File: src/tds_pkg.sv
// Shared types and constants of the tick driven task scheduler.
`default_nettype none
package tds_pkg;

  localparam int MAX_TASKS = 16;
  localparam int SLOT_W    = $clog2(MAX_TASKS);
  localparam int CNT_W     = $clog2(MAX_TASKS + 1);

  typedef enum logic [2:0] {
    ST_FREE, ST_READY, ST_RUN, ST_IO, ST_DONE
  } status_t;

  localparam logic [2:0] MODE_FCFS   = 3'd0;
  localparam logic [2:0] MODE_SJF    = 3'd1;
  localparam logic [2:0] MODE_SJF_P  = 3'd2;
  localparam logic [2:0] MODE_PRIO   = 3'd3;
  localparam logic [2:0] MODE_PRIO_P = 3'd4;
  localparam logic [2:0] MODE_RR     = 3'd5;

  localparam logic [2:0] EV_NONE     = 3'd0;
  localparam logic [2:0] EV_FINISHED = 3'd1;
  localparam logic [2:0] EV_TO_IO    = 3'd2;
  localparam logic [2:0] EV_PREEMPT  = 3'd3;
  localparam logic [2:0] EV_EXPIRED  = 3'd4;
  localparam logic [2:0] EV_IDLE_END = 3'd5;

  localparam logic REQ_ARRIVE = 1'b0;
  localparam logic REQ_TICK   = 1'b1;

  localparam logic CFG_MODE    = 1'b0;
  localparam logic CFG_QUANTUM = 1'b1;

  typedef enum logic [3:0] {
    S_IDLE, S_WALK, S_POST, S_IOSCAN, S_DFIFO, S_RREXP,
    S_MINSCAN, S_DPICK, S_FIN, S_OUT
  } state_t;

  typedef struct packed {
    logic [7:0]  left_run;
    logic [7:0]  burst;
    logic [7:0]  prio;
    logic [7:0]  pt_a;
    logic [7:0]  len_a;
    logic [7:0]  pt_b;
    logic [7:0]  len_b;
    logic [7:0]  left_io;
    logic [15:0] wait_t;
    logic [15:0] arrive;
  } ent_t;

  localparam int ENT_W = $bits(ent_t);

endpackage
`default_nettype wire

File: src/tds_ram.sv
// Generic simple dual port RAM with registered read.
`default_nettype none
module tds_ram #(
  parameter int WIDTH = 8,
  parameter int DEPTH = 16
) (
  input  wire logic                     clk,
  input  wire logic                     we,
  input  wire logic [$clog2(DEPTH)-1:0] waddr,
  input  wire logic [WIDTH-1:0]         wdata,
  input  wire logic [$clog2(DEPTH)-1:0] raddr,
  output logic      [WIDTH-1:0]         rdata
);

  logic [WIDTH-1:0] mem [DEPTH];

  always_ff @(posedge clk) begin
    if (we) begin
      mem[waddr] <= wdata;
    end
    rdata <= mem[raddr];
  end

endmodule
`default_nettype wire

File: src/tick_driven_task_scheduler.sv
// Tick driven task scheduler: slot RAM walk, list handling and dispatch.
// Arrive transaction: taken in S_IDLE, no result.
// Tick transaction: slot RAM walk over all slots, I/O list scan, then a ready list minimum scan and
// dispatch in SJF/priority modes, or FIFO dispatch (plus quantum check in RR) in FCFS/RR modes;
// then the finish step; the result is held until taken, then the next transaction is accepted.
// Reset (synchronous, active low): all slots free, lists empty, CPU idle, time zero.
`default_nettype none
module tick_driven_task_scheduler (
  input  wire logic        clk,
  input  wire logic        rst_n,
  input  wire logic        in_valid,
  output logic             in_ready,
  input  wire logic        in_req_type,
  input  wire logic [3:0]  in_task_id,
  input  wire logic [7:0]  in_task_priority,
  input  wire logic [7:0]  in_cpu_burst,
  input  wire logic [7:0]  in_io_point_a,
  input  wire logic [7:0]  in_io_len_a,
  input  wire logic [7:0]  in_io_point_b,
  input  wire logic [7:0]  in_io_len_b,
  output logic             out_valid,
  input  wire logic        out_ready,
  output logic [15:0]      out_tick_time,
  output logic [2:0]       out_event_code,
  output logic [3:0]       out_event_task,
  output logic             out_run_valid,
  output logic [3:0]       out_run_task,
  output logic [15:0]      out_done_wait,
  output logic [15:0]      out_done_turnaround,
  output logic             out_all_finished,
  input  wire logic        cfg_we,
  input  wire logic        cfg_addr,
  input  wire logic [7:0]  cfg_wdata
);
  import tds_pkg::*;

  state_t state_r, state_nxt;
  logic [2:0] mode_r, mode_nxt;
  logic [7:0] quantum_r, quantum_nxt;
  status_t status_r [MAX_TASKS];
  status_t status_nxt [MAX_TASKS];
  logic [SLOT_W-1:0] rdy_r [MAX_TASKS];
  logic [SLOT_W-1:0] rdy_nxt [MAX_TASKS];
  logic [SLOT_W-1:0] io_r [MAX_TASKS];
  logic [SLOT_W-1:0] io_nxt [MAX_TASKS];
  logic [7:0] key_r [MAX_TASKS];
  logic [7:0] key_nxt [MAX_TASKS];
  logic [MAX_TASKS-1:0] iodone_r, iodone_nxt;
  logic [CNT_W-1:0] rdy_cnt_r, rdy_cnt_nxt, io_cnt_r, io_cnt_nxt;
  logic cur_valid_r, cur_valid_nxt;
  logic [SLOT_W-1:0] cur_task_r, cur_task_nxt;
  logic [7:0] slice_r, slice_nxt;
  logic [15:0] tick_r, tick_nxt;
  logic [CNT_W-1:0] walk_cnt_r, walk_cnt_nxt;
  logic pv_r, pv_nxt;
  logic [SLOT_W-1:0] pslot_r, pslot_nxt;
  logic cur_fin_r, cur_fin_nxt, cur_hit_r, cur_hit_nxt;
  logic was_idle_r, was_idle_nxt;
  logic [2:0] ev_r, ev_nxt;
  logic [SLOT_W-1:0] evt_r, evt_nxt;
  logic [15:0] dw_r, dw_nxt, dt_r, dt_nxt;
  logic [CNT_W-1:0] scan_j_r, scan_j_nxt, scan_k_r, scan_k_nxt;
  logic [CNT_W-1:0] scan_i_r, scan_i_nxt;
  logic [SLOT_W-1:0] best_r, best_nxt;
  logic [15:0] otick_r, otick_nxt;
  logic allfin_r, allfin_nxt;

  logic ram_we;
  logic [SLOT_W-1:0] ram_waddr, ram_raddr;
  ent_t ram_wdata, ram_rdata;

  tds_ram #(.WIDTH(ENT_W), .DEPTH(MAX_TASKS)) u_ram (
    .clk   (clk),
    .we    (ram_we),
    .waddr (ram_waddr),
    .wdata (ram_wdata),
    .raddr (ram_raddr),
    .rdata (ram_rdata)
  );

  wire logic by_len  = (mode_r == MODE_SJF) || (mode_r == MODE_SJF_P);
  wire logic preempt = (mode_r == MODE_SJF_P) || (mode_r == MODE_PRIO_P);
  wire logic in_range = 32'(in_task_id) < MAX_TASKS;
  wire logic [SLOT_W-1:0] aid = SLOT_W'(in_task_id);

  always_comb begin
    state_nxt = state_r;
    unique case (state_r)
      S_IDLE: begin
        if (in_valid && in_req_type == REQ_TICK) state_nxt = S_WALK;
      end
      S_WALK: begin
        if (pv_r && pslot_r == SLOT_W'(MAX_TASKS - 1)) state_nxt = S_POST;
      end
      S_POST: state_nxt = S_IOSCAN;
      S_IOSCAN: begin
        if (scan_j_r >= io_cnt_r) begin
          priority if (mode_r == MODE_FCFS || mode_r == MODE_RR) state_nxt = S_DFIFO;
          else if (mode_r == MODE_SJF || mode_r == MODE_SJF_P || mode_r == MODE_PRIO ||
                   mode_r == MODE_PRIO_P) state_nxt = S_MINSCAN;
          else state_nxt = S_FIN;
        end
      end
      S_DFIFO: state_nxt = (mode_r == MODE_RR) ? S_RREXP : S_FIN;
      S_RREXP: state_nxt = S_FIN;
      S_MINSCAN: begin
        if (scan_i_r >= rdy_cnt_r) state_nxt = S_DPICK;
      end
      S_DPICK: state_nxt = S_FIN;
      S_FIN: state_nxt = S_OUT;
      S_OUT: begin
        if (out_ready) state_nxt = S_IDLE;
      end
      default: state_nxt = S_IDLE;
    endcase
  end

  always_comb begin
    ent_t e, n;
    logic [7:0] prog, q;
    logic [SLOT_W-1:0] t;
    logic [CNT_W-1:0] last;
    logic is_cur, hit_a, hit_b, fin, pre;

    e = ram_rdata;
    n = ram_rdata;
    prog = '0;
    q = (quantum_r == 8'd0) ? 8'd1 : quantum_r;
    t = '0;
    last = rdy_cnt_r - CNT_W'(1);
    is_cur = 1'b0;
    hit_a = 1'b0;
    hit_b = 1'b0;
    fin = 1'b0;
    pre = 1'b0;

    mode_nxt = mode_r;
    quantum_nxt = quantum_r;
    status_nxt = status_r;
    rdy_nxt = rdy_r;
    io_nxt = io_r;
    key_nxt = key_r;
    iodone_nxt = iodone_r;
    rdy_cnt_nxt = rdy_cnt_r;
    io_cnt_nxt = io_cnt_r;
    cur_valid_nxt = cur_valid_r;
    cur_task_nxt = cur_task_r;
    slice_nxt = slice_r;
    tick_nxt = tick_r;
    walk_cnt_nxt = walk_cnt_r;
    pv_nxt = 1'b0;
    pslot_nxt = pslot_r;
    cur_fin_nxt = cur_fin_r;
    cur_hit_nxt = cur_hit_r;
    was_idle_nxt = was_idle_r;
    ev_nxt = ev_r;
    evt_nxt = evt_r;
    dw_nxt = dw_r;
    dt_nxt = dt_r;
    scan_j_nxt = scan_j_r;
    scan_k_nxt = scan_k_r;
    scan_i_nxt = scan_i_r;
    best_nxt = best_r;
    otick_nxt = otick_r;
    allfin_nxt = allfin_r;
    ram_we = 1'b0;
    ram_waddr = pslot_r;
    ram_wdata = n;
    ram_raddr = walk_cnt_r[SLOT_W-1:0];

    if (cfg_we) begin
      unique case (cfg_addr)
        CFG_MODE:    mode_nxt = cfg_wdata[2:0];
        CFG_QUANTUM: quantum_nxt = cfg_wdata;
        default: ;
      endcase
    end

    unique case (state_r)
      S_IDLE: begin
        if (in_valid && in_req_type == REQ_ARRIVE) begin
          if (in_range && status_r[aid] == ST_FREE) begin
            ram_we = 1'b1;
            ram_waddr = aid;
            ram_wdata = '{left_run: in_cpu_burst, burst: in_cpu_burst,
                          prio: in_task_priority, pt_a: in_io_point_a,
                          len_a: in_io_len_a, pt_b: in_io_point_b, len_b: in_io_len_b,
                          left_io: 8'd0, wait_t: 16'd0, arrive: tick_r};
            status_nxt[aid] = ST_READY;
            if (rdy_cnt_r < CNT_W'(MAX_TASKS)) begin
              rdy_nxt[rdy_cnt_r[SLOT_W-1:0]] = aid;
              rdy_cnt_nxt = rdy_cnt_r + CNT_W'(1);
            end
          end
        end else if (in_valid) begin
          walk_cnt_nxt = '0;
          cur_fin_nxt = 1'b0;
          cur_hit_nxt = 1'b0;
          was_idle_nxt = !cur_valid_r;
          ev_nxt = EV_NONE;
          evt_nxt = '0;
          dw_nxt = '0;
          dt_nxt = '0;
          if (cur_valid_r && slice_r != 8'hFF) slice_nxt = slice_r + 8'd1;
        end
      end
      S_WALK: begin
        if (walk_cnt_r < CNT_W'(MAX_TASKS)) begin
          walk_cnt_nxt = walk_cnt_r + CNT_W'(1);
          pv_nxt = 1'b1;
          pslot_nxt = walk_cnt_r[SLOT_W-1:0];
        end
        if (pv_r) begin
          is_cur = cur_valid_r && cur_task_r == pslot_r;
          if (status_r[pslot_r] == ST_READY && e.wait_t != 16'hFFFF)
            n.wait_t = e.wait_t + 16'd1;
          if (status_r[pslot_r] == ST_IO && e.left_io != 8'd0)
            n.left_io = e.left_io - 8'd1;
          if (is_cur && e.left_run != 8'd0) n.left_run = e.left_run - 8'd1;
          if (is_cur) begin
            fin = n.left_run == 8'd0;
            prog = e.burst - n.left_run;
            hit_a = !fin && e.pt_a != 8'd0 && e.pt_a == prog;
            hit_b = !fin && !hit_a && e.pt_b != 8'd0 && e.pt_b == prog;
            if (hit_a) n.left_io = e.len_a;
            if (hit_b) n.left_io = e.len_b;
            cur_fin_nxt = fin;
            cur_hit_nxt = hit_a || hit_b;
            dw_nxt = e.wait_t;
            dt_nxt = tick_r - e.arrive;
          end
          key_nxt[pslot_r] = by_len ? n.left_run : n.prio;
          iodone_nxt[pslot_r] = (status_r[pslot_r] == ST_IO || hit_a || hit_b) &&
                                n.left_io == 8'd0;
          ram_we = 1'b1;
          ram_waddr = pslot_r;
          ram_wdata = n;
        end
      end
      S_POST: begin
        scan_j_nxt = '0;
        scan_k_nxt = '0;
        if (cur_fin_r) begin
          status_nxt[cur_task_r] = ST_DONE;
          cur_valid_nxt = 1'b0;
          slice_nxt = '0;
          ev_nxt = EV_FINISHED;
          evt_nxt = cur_task_r;
        end else begin
          dw_nxt = '0;
          dt_nxt = '0;
          if (cur_hit_r) begin
            status_nxt[cur_task_r] = ST_IO;
            if (io_cnt_r < CNT_W'(MAX_TASKS)) begin
              io_nxt[io_cnt_r[SLOT_W-1:0]] = cur_task_r;
              io_cnt_nxt = io_cnt_r + CNT_W'(1);
            end
            cur_valid_nxt = 1'b0;
            slice_nxt = '0;
            ev_nxt = EV_TO_IO;
            evt_nxt = cur_task_r;
          end
        end
      end
      S_IOSCAN: begin
        if (scan_j_r < io_cnt_r) begin
          t = io_r[scan_j_r[SLOT_W-1:0]];
          if (iodone_r[t]) begin
            status_nxt[t] = ST_READY;
            if (rdy_cnt_r < CNT_W'(MAX_TASKS)) begin
              rdy_nxt[rdy_cnt_r[SLOT_W-1:0]] = t;
              rdy_cnt_nxt = rdy_cnt_r + CNT_W'(1);
            end
          end else begin
            io_nxt[scan_k_r[SLOT_W-1:0]] = t;
            scan_k_nxt = scan_k_r + CNT_W'(1);
          end
          scan_j_nxt = scan_j_r + CNT_W'(1);
        end else begin
          io_cnt_nxt = scan_k_r;
          scan_i_nxt = CNT_W'(1);
          best_nxt = '0;
        end
      end
      S_DFIFO: begin
        if (!cur_valid_r && rdy_cnt_r != '0) begin
          cur_valid_nxt = 1'b1;
          cur_task_nxt = rdy_r[0];
          status_nxt[rdy_r[0]] = ST_RUN;
          slice_nxt = '0;
          for (int p = 0; p < MAX_TASKS - 1; p++) rdy_nxt[p] = rdy_r[p+1];
          rdy_cnt_nxt = last;
        end
      end
      S_RREXP: begin
        if (cur_valid_r && slice_r >= q) begin
          ev_nxt = EV_EXPIRED;
          evt_nxt = cur_task_r;
          slice_nxt = '0;
          if (rdy_cnt_r == '0) begin
            status_nxt[cur_task_r] = ST_RUN;
          end else begin
            status_nxt[cur_task_r] = ST_READY;
            cur_task_nxt = rdy_r[0];
            status_nxt[rdy_r[0]] = ST_RUN;
            for (int p = 0; p < MAX_TASKS - 1; p++) rdy_nxt[p] = rdy_r[p+1];
            rdy_nxt[last[SLOT_W-1:0]] = cur_task_r;
          end
        end
      end
      S_MINSCAN: begin
        if (scan_i_r < rdy_cnt_r) begin
          if (key_r[rdy_r[scan_i_r[SLOT_W-1:0]]] < key_r[rdy_r[best_r]])
            best_nxt = scan_i_r[SLOT_W-1:0];
          scan_i_nxt = scan_i_r + CNT_W'(1);
        end
      end
      S_DPICK: begin
        pre = preempt && cur_valid_r;
        if (rdy_cnt_r != '0 && (!pre || key_r[rdy_r[best_r]] < key_r[cur_task_r]) &&
            (pre || !cur_valid_r)) begin
          for (int p = 0; p < MAX_TASKS - 1; p++)
            if (p >= int'(best_r)) rdy_nxt[p] = rdy_r[p+1];
          if (pre) begin
            ev_nxt = EV_PREEMPT;
            evt_nxt = cur_task_r;
            status_nxt[cur_task_r] = ST_READY;
            rdy_nxt[last[SLOT_W-1:0]] = cur_task_r;
          end else begin
            rdy_cnt_nxt = last;
          end
          cur_valid_nxt = 1'b1;
          cur_task_nxt = rdy_r[best_r];
          status_nxt[rdy_r[best_r]] = ST_RUN;
          slice_nxt = '0;
        end
      end
      S_FIN: begin
        if (was_idle_r && cur_valid_r) begin
          ev_nxt = EV_IDLE_END;
          evt_nxt = cur_task_r;
        end
        allfin_nxt = 1'b1;
        for (int p = 0; p < MAX_TASKS; p++)
          if (status_r[p] == ST_READY || status_r[p] == ST_RUN || status_r[p] == ST_IO)
            allfin_nxt = 1'b0;
        otick_nxt = tick_r;
        if (tick_r != 16'hFFFF) tick_nxt = tick_r + 16'd1;
      end
      S_OUT: ;
      default: ;
    endcase
  end

  always_ff @(posedge clk) begin
    if (!rst_n) begin
      state_r <= S_IDLE;
      mode_r <= MODE_FCFS;
      quantum_r <= 8'd2;
      for (int p = 0; p < MAX_TASKS; p++) status_r[p] <= ST_FREE;
      rdy_cnt_r <= '0;
      io_cnt_r <= '0;
      cur_valid_r <= 1'b0;
      cur_task_r <= '0;
      slice_r <= '0;
      tick_r <= '0;
      walk_cnt_r <= '0;
      pv_r <= 1'b0;
    end else begin
      state_r <= state_nxt;
      mode_r <= mode_nxt;
      quantum_r <= quantum_nxt;
      status_r <= status_nxt;
      rdy_cnt_r <= rdy_cnt_nxt;
      io_cnt_r <= io_cnt_nxt;
      cur_valid_r <= cur_valid_nxt;
      cur_task_r <= cur_task_nxt;
      slice_r <= slice_nxt;
      tick_r <= tick_nxt;
      walk_cnt_r <= walk_cnt_nxt;
      pv_r <= pv_nxt;
    end
  end

  always_ff @(posedge clk) begin
    rdy_r <= rdy_nxt;
    io_r <= io_nxt;
    key_r <= key_nxt;
    iodone_r <= iodone_nxt;
    pslot_r <= pslot_nxt;
    cur_fin_r <= cur_fin_nxt;
    cur_hit_r <= cur_hit_nxt;
    was_idle_r <= was_idle_nxt;
    ev_r <= ev_nxt;
    evt_r <= evt_nxt;
    dw_r <= dw_nxt;
    dt_r <= dt_nxt;
    scan_j_r <= scan_j_nxt;
    scan_k_r <= scan_k_nxt;
    scan_i_r <= scan_i_nxt;
    best_r <= best_nxt;
    otick_r <= otick_nxt;
    allfin_r <= allfin_nxt;
  end

  assign in_ready = state_r == S_IDLE;
  assign out_valid = state_r == S_OUT;
  assign out_tick_time = otick_r;
  assign out_event_code = ev_r;
  assign out_event_task = 4'(evt_r);
  assign out_run_valid = cur_valid_r;
  assign out_run_task = cur_valid_r ? 4'(cur_task_r) : 4'd0;
  assign out_done_wait = dw_r;
  assign out_done_turnaround = dt_r;
  assign out_all_finished = allfin_r;

  a_no_overlap: assert property (@(posedge clk) disable iff (!rst_n)
    !(in_ready && out_valid)) else $error("input taken while result pending");

  a_list_bound: assert property (@(posedge clk) disable iff (!rst_n)
    (32'(rdy_cnt_r) + 32'(io_cnt_r)) <= MAX_TASKS) else $error("list overflow");

  a_cur_running: assert property (@(posedge clk) disable iff (!rst_n)
    (state_r == S_IDLE && cur_valid_r) |-> status_r[cur_task_r] == ST_RUN)
    else $error("running task not in run state");

  a_walk_done: assert property (@(posedge clk) disable iff (!rst_n)
    (state_r == S_POST) |-> $past(state_r) == S_WALK) else $error("walk skipped");

endmodule
`default_nettype wire
File: config.mk
export PLATFORM = sky130hd
export DESIGN_NAME = tick_driven_task_scheduler
export DESIGN_NICKNAME = d
export VERILOG_FILES = /design/src/tds_pkg.sv /design/src/tds_ram.sv /design/src/tick_driven_task_scheduler.sv
export SDC_FILE = /design/constraint.sdc
export NUM_CORES = 2
export LEC_CHECK = 0
export ABC_CLOCK_PERIOD_IN_PS = 7550
export BUFFER_PORTS_ARGS = -buffer_cell sky130_fd_sc_hd__buf_2
export CAP_MARGIN = 20
export CELL_PAD_IN_SITES_DETAIL_PLACEMENT = 1
export CELL_PAD_IN_SITES_GLOBAL_PLACEMENT = 1
export CORE_ASPECT_RATIO = 0.8
export CORE_MARGIN = 2
export CORE_UTILIZATION = 45
export CTS_CLUSTER_DIAMETER = 150
export DETAILED_ROUTE_END_ITERATION = 10
export PLACE_DENSITY_LB_ADDON = 0.1
export SYNTH_ARGS = -nofsm -noshare
export SYNTH_HDL_FRONTEND = slang
export SYNTH_SLANG_ARGS = --single-unit
File: constraint.sdc
create_clock -name clk -period 7.55 [get_ports clk]
set_input_delay 1.1325 -clock clk [delete_from_list [all_inputs] [get_ports clk]]
set_output_delay 1.1325 -clock clk [all_outputs]
set_load 0.03 [all_outputs]
== Yosys cells after proc, flatten, opt, wreduce, memory -nomap -nowiden ==
Memory sizes are Yosys's and may differ from the RTL's. A register that Yosys moved wholly into a read port is not among the register bits.
Cells that the tools add are included.
Word-level totals
  flip-flop bits (word level): 462
  bits in writable memories: 1536
  input port bits: 67
  output and inout port bits: 63
  word-level logic and storage cells: 692
  memories kept: 1
Memory list
  u_ram.mem: depth 16, bits a word 96, rd ports 1, clocked after Yosys merged registers in 1, wr ports 1, RTL line tds_ram.sv:15  | logic [WIDTH-1:0] mem [DEPTH];
Operators by class
  add/subtract/negate cells: 14
  magnitude comparators: 52
  eq/ne operators: 103
  multiplexer cells: 261
  bitwise logic cells: 43
  reduce and logical (&&, ||, !) cells: 128
Operators with widths (count)
  64-bit 2-to-1 mux: 15
  48-bit 2-to-1 mux: 13
  64-bit bitwise mux: 6
  4-bit 2-to-1 mux: 82
  60-bit one-hot mux with 5 select lines: 1
  96-bit 2-to-1 mux: 3
  48-bit one-hot mux with 6 select lines: 1
  32-bit bitwise AND: 8
  32-bit inverter: 7
  8-bit 2-to-1 mux: 26
  96-bit one-hot mux with 2 select lines: 1
  128-bit bitwise mux: 1
  16-bit 2-to-1 mux: 8
  16-bit OR: 8
  64-bit one-hot mux with 2 select lines: 1
  3-bit by 2-bit == test with 1-bit output (second input constant): 35
  5-bit 2-to-1 mux: 20
  8-bit binary-select mux with 4-bit select: 3
  16-bit one-hot mux with 3 select lines: 2
  5-bit >= comparator (second input constant): 14
  4-bit inverter with 5-bit output: 14
  4-bit demux with 4-bit select: 4
  3-bit demux with 4-bit select: 5
  60-bit 2-to-1 mux: 1
  other kinds (78): 322

== Logic depth before layout (Yosys ltp) ==
  depth after elaboration: 21
  depth in mapped cells: 24
  depth with buffers taken out: 20

== By module ==
A second synthesis with hierarchy kept.
Second synthesis, totals
  cells, all modules: 6116
  area total of the unflattened synthesis: 93294.5 sq um
Modules (own cells, without submodules)
  tds_ram: times used 1, cells each 2460, area an instance 59355.7 sq um, seq. area each 48046.1 sq um
  tick_driven_task_scheduler: times used 1, cells each 3656, area an instance 33938.8 sq um, seq. area each 12792.3 sq um

== Worst setup path after synthesis ==
OpenSTA, ideal clock, no wires.
  path kind: in2reg
  from: in in_task_id[1]
  to: mem u_ram.mem[11][0] (netlist bit), enable pin
  arrival: 7.655 ns
  data required time: 6.968 ns
  slack: -0.687 ns
  cell stages on the path: 12
  buffers on the path: 3
  path through: clkbuf_1 -> nand2b_1 -> o22ai_1 -> nor3_1 -> a21oi_1 -> a21oi_1 -> and4b_1 -> and2_1 -> clkbuf_1 -> clkbuf_1 -> a21oi_1 -> a21oi_1
Between the ends
  longest elaborated chain between the ends: 10
  elaborated cells between the ends (all ways): 13
Ends and longest elaborated chain
  from (decl): RTL line tick_driven_task_scheduler.sv:14  | input wire logic [3:0] in_task_id,
  4-bit inverter with 5-bit output (implied by the code): RTL line tick_driven_task_scheduler.sv:182  | if (in_range && status_r[aid] == ST_FREE) begin
  3-bit binary-select mux with 4-bit select: RTL line tick_driven_task_scheduler.sv:182
  3-bit 2-to-1 mux (implied by the code) (2 in series): RTL line tick_driven_task_scheduler.sv:182
  3-bit zero test: RTL line tick_driven_task_scheduler.sv:182
  1-bit 2-to-1 mux: RTL line tick_driven_task_scheduler.sv:182
  1-bit 2-to-1 mux: RTL line tick_driven_task_scheduler.sv:181  | if (in_valid && in_req_type == REQ_ARRIVE) begin
  1-bit one-hot mux with 2 select lines: RTL line tick_driven_task_scheduler.sv:179  | unique case (state_r)
  1-bit 2-to-1 mux: RTL line tds_ram.sv:18  | if (we) begin
  1-bit 2-to-1 mux (implied by the code): RTL line tds_ram.sv:19  | mem[waddr] <= wdata;
  to (decl): RTL line tds_ram.sv:15
Parallel ways exist; a longest one is shown, timed or not. The select of a mux whose other input is x is not followed.

== Worst setup path in the final report ==
  from: reg best_r[0]
  to: reg status_r[23] (netlist bit)
Between the ends
  longest elaborated chain between the ends: 14
  elaborated cells between the ends (all ways): 23
Ends and longest elaborated chain
  from (decl): RTL line tick_driven_task_scheduler.sv:64  | logic [SLOT_W-1:0] best_r, best_nxt;
  from (signal assigned): RTL line tick_driven_task_scheduler.sv:401  | best_r <= best_nxt;
  4-bit inverter with 5-bit output (implied by the code) *: RTL line tick_driven_task_scheduler.sv:320, tick_driven_task_scheduler.sv:334
  4-bit binary-select mux with 4-bit select *: RTL line tick_driven_task_scheduler.sv:320, tick_driven_task_scheduler.sv:334
  4-bit 2-to-1 mux (implied by the code) * (2 in series): RTL line tick_driven_task_scheduler.sv:320, tick_driven_task_scheduler.sv:334
  4-bit inverter with 5-bit output (implied by the code) *: RTL line tick_driven_task_scheduler.sv:320, tick_driven_task_scheduler.sv:334
  8-bit binary-select mux with 4-bit select: RTL line tick_driven_task_scheduler.sv:320  | if (rdy_cnt_r != '0 && (!pre || key_r[rdy_r[best_r]] < key_r[cur_task_r]) &&
  8-bit 2-to-1 mux (implied by the code) (2 in series): RTL line tick_driven_task_scheduler.sv:320
  8-bit < comparator: RTL line tick_driven_task_scheduler.sv:320
  1-bit logical OR: RTL line tick_driven_task_scheduler.sv:320
  1-bit logical AND (2 in series): RTL line tick_driven_task_scheduler.sv:320
  2-bit inequality test (no source line)
  9-bit AND reduction (no source line)
  to (signal assigned): RTL line tick_driven_task_scheduler.sv:373  | status_r <= status_nxt;
  to (decl): RTL line tick_driven_task_scheduler.sv:40  | status_t status_r [MAX_TASKS];
Every way passes the cells marked *; elsewhere a longest branch is shown, timed or not. The select of a mux whose other input is x is not followed.
A chain may end at the register's enable or synchronous reset.

==> impl_metrics.toml <==
[clock_network]
cts_setup_buffers = 0
ctsHtreeMaxLevel = 4
cts.sinks = 2094
cts_buffer_depth = 3
hold_buffers = 0
clockRootBuffer = "clkbuf_16"
cts.repair.resized = 0
clk_pin_slew_ns = 0.06
cts_tree = "yes"
numCtsBuffers = 208
clock_latency_ns = 0.88

[drt]
routed_wl_mm = 286
drt_iter0_markers = 6418
drt_pass1_iterations = 9
drc = 0
vias = 57568
vias_per_cell = 6.42
postRouteAntennaNets = 0
wl_per_cell_um = 31.9

[yosys]
synth_cell_types = 80
yosys_register_bits = 2094
synth_top_family_by_area = "multiplexers"
synthSimpleGateAreaFrac = 0.0605
synth_area_mm2 = 0.0932
yosys_most_used_dff = "edfxtp_1"
synth_fp_nets = 6038
synth_enable_flop_cells = 1890
synth_adder_area_share = 0.0106
seq_area_frac_synth = 0.653
avgSynthCellArea_um2 = 15.8
yosysWarnings = 0
async_flop_share = 0
synth_xor_area_frac = 0.00887
muxShareOfSynthArea = 0.174
synth_compound_area_frac = 0.0731
synth_cells = 5896

[pwr]
irDropWorstVdd_mv = 0.258
seqPwrFrac = 0.493
combinationalPowerShare = 0.107
swShare = 0.249
power.internal_uw = 20300
leakage_uw = 0.0335
p_sw_uw = 6730
pwr-share-clk = 0.400
pwr_density_cell_mw_per_mm2 = 257

[global_routing]
grtUsageMet2 = 0.417
first_global_vias = 58869
grt_first_pass_wirelength_mm = 420
top_usage_layer = "met2"
antenna_found_initial = 6
grt_max_degree = 123
grt_usage = 0.270
grt.overflow.total = 0
met1_usage = 0.403
grtUsageMet3 = 0.0441

[final_layout]
syn_to_final_growth_pct = 12.9
drive_above_1_share = 0.232
final_cell_mix = "edfxtp_1 (1890), mux4_2 (644), nor2_1 (450), a21oi_1 (375), nand2_1 (341)"
fin_util = 0.511
diodes = 0
fin_nets = 6206
final_common_cell = "edfxtp_1"

[setup_path]
setup.worst_path.class = "reg2reg"
critPathCaptureType = "flop"
arrival_ns = 7.58
cp.required_ns = 8.27
slowest_delay_ns = 1.09
path_max_fanout = 21
crit_path_cell_trace = "buf_4 > mux4_2 > mux4_2 > nand2_1 > a21oi_1 > o21ai_0 > and3_1 > inv_1 > ha_1 > o21ai_0 > a31oi_1 > o21ai_1 > a21oi_1 > a2111oi_2 > a221oi_1 > nor3_1 > nand2_1 > buf_4 > nor2_1 > a211oi_1"
crit_slowest_cell = "a221oi_1"
start_kind = "flop"

[floorplan]
dieArea_mm2 = 0.211
rows = 149
design.core.area_mm2 = 0.206
start_util = 0.452
die_y_um = 411
die_w_um = 513
pin_count = 130

[sta]
skew_ns = 0.0781
fmax_mhz = 146
rsz0062_at_grt = "false"
post-route-period-util = 0.909
slew_violations = 0
worst_slack_ns = 0.684
setup_viol = 0
worst_slew_pin_slew_ns = 1.30
slew_headroom = 0.135
tns_ns = 0
period_needed_ns = 6.87
final_hold_viol_count = 0

[outcome]
status = "finished clean"

[placed_design]
numPortBuffers = 129
place_congestion = 0.926
place_ws_ns = 0.692
hpwlAfterDp_mm = 169

[flow_run]
maxCapViolations = 0

[min_path]
hold_path.class = "reg2reg"
## critical path, delay by kind of cell (launching register included)
| family | cells | cell delay, ns |
|---|---|---|
| adder cells (fa/ha/maj) | 1 | 0.28 |
| AO/OA/AOI/OAI | 9 | 2.32 |
| AND/OR/NAND/NOR | 5 | 1.11 |
| flip-flops | 1 | 0.94 |
| multiplexers | 2 | 1.28 |
| buffers and inverters | 3 | 0.74 |
## final timing paths
kind,from,endpoint,slack (ns),cells after the start
worst min-delay path,quantum_r[2],quantum_r[2],0.46,2
worst max register to register,best_r[0],status_r[23],0.68,20
worst min register to register,quantum_r[2],quantum_r[2],0.46,2
worst max-delay path,best_r[0],status_r[23],0.68,20
## cells in the mapped netlist, types with 103 or more instances
master | number | share of area
dfxtp_1 | 204 | 0.044
mux4_2 | 644 | 0.16
edfxtp_1 | 1890 | 0.61
clkbuf_1 | 291 | 0.012
mux2i_1 | 103 | 0.011
nor3_1 | 114 | 0.0061
nand3_1 | 104 | 0.0056
nor2_1 | 460 | 0.019
a21oi_1 | 383 | 0.021
inv_1 | 115 | 0.0046
nand2_1 | 345 | 0.014
o21ai_0 | 219 | 0.012
## routing by layer
layer	vias to the layer above	routed length, um
li1	24108	-
met1	30645	127000
met2	2389	132000
met3	420	20700
met4	6	6370
met5	-	41
## power groups by stage
stage	registers, uW	clock network, uW	logic [uW]
floorplan	13500	0	1840
global placement	13600	0	2800
detailed placement	13600	0	2860
CTS	13300	11000	2870
global route	13400	11400	3120
finish	13300	10800	2910
## logic make-up after synthesis
| group | after synthesis |
|---|---|
| AO/OA/AOI/OAI | 1079 |
| AND/OR/NAND/NOR | 1256 |
| buffers and inverters | 498 |
| flip-flops | 2094 |
| adder cells (fa/ha/maj) | 79 |
| XOR/XNOR | 83 |
| multiplexers | 807 |
## metrics by stage
stage / instance area (um^2) / hold slack [ns] / power (uW) / std cells
after floorplan: 93200 / 0.406 / 15400 / 5896
after global placement: 97900 / 0.448 / 16400 / 8555
after detailed placement: 97900 / 0.457 / 16500 / 8556
after CTS: 105000 / 0.465 / 27200 / 8947
after global routing: 105000 / 0.491 / 27900 / 8963
final: 105000 / 0.462 / 27100 / 8963
## flip-flops by register name, indices dropped and copies added, names as in the netlist, 48 cells and up
register,flops
u_ram.mem,1536
key_r,128
u_ram.rdata,96
io_r,64
rdy_r,64
status_r,48
## area by class of cell
class,count,area [um^2]
sequential,2094,60900
fill,19259,101000
clock inverter,110,1340
clock buffer,281,5830
timing repair buffer,340,2570
inverter,116,437
multi-input combinational,3304,30800
tap,2718,3400
Power figures use the tool's default switching activity.
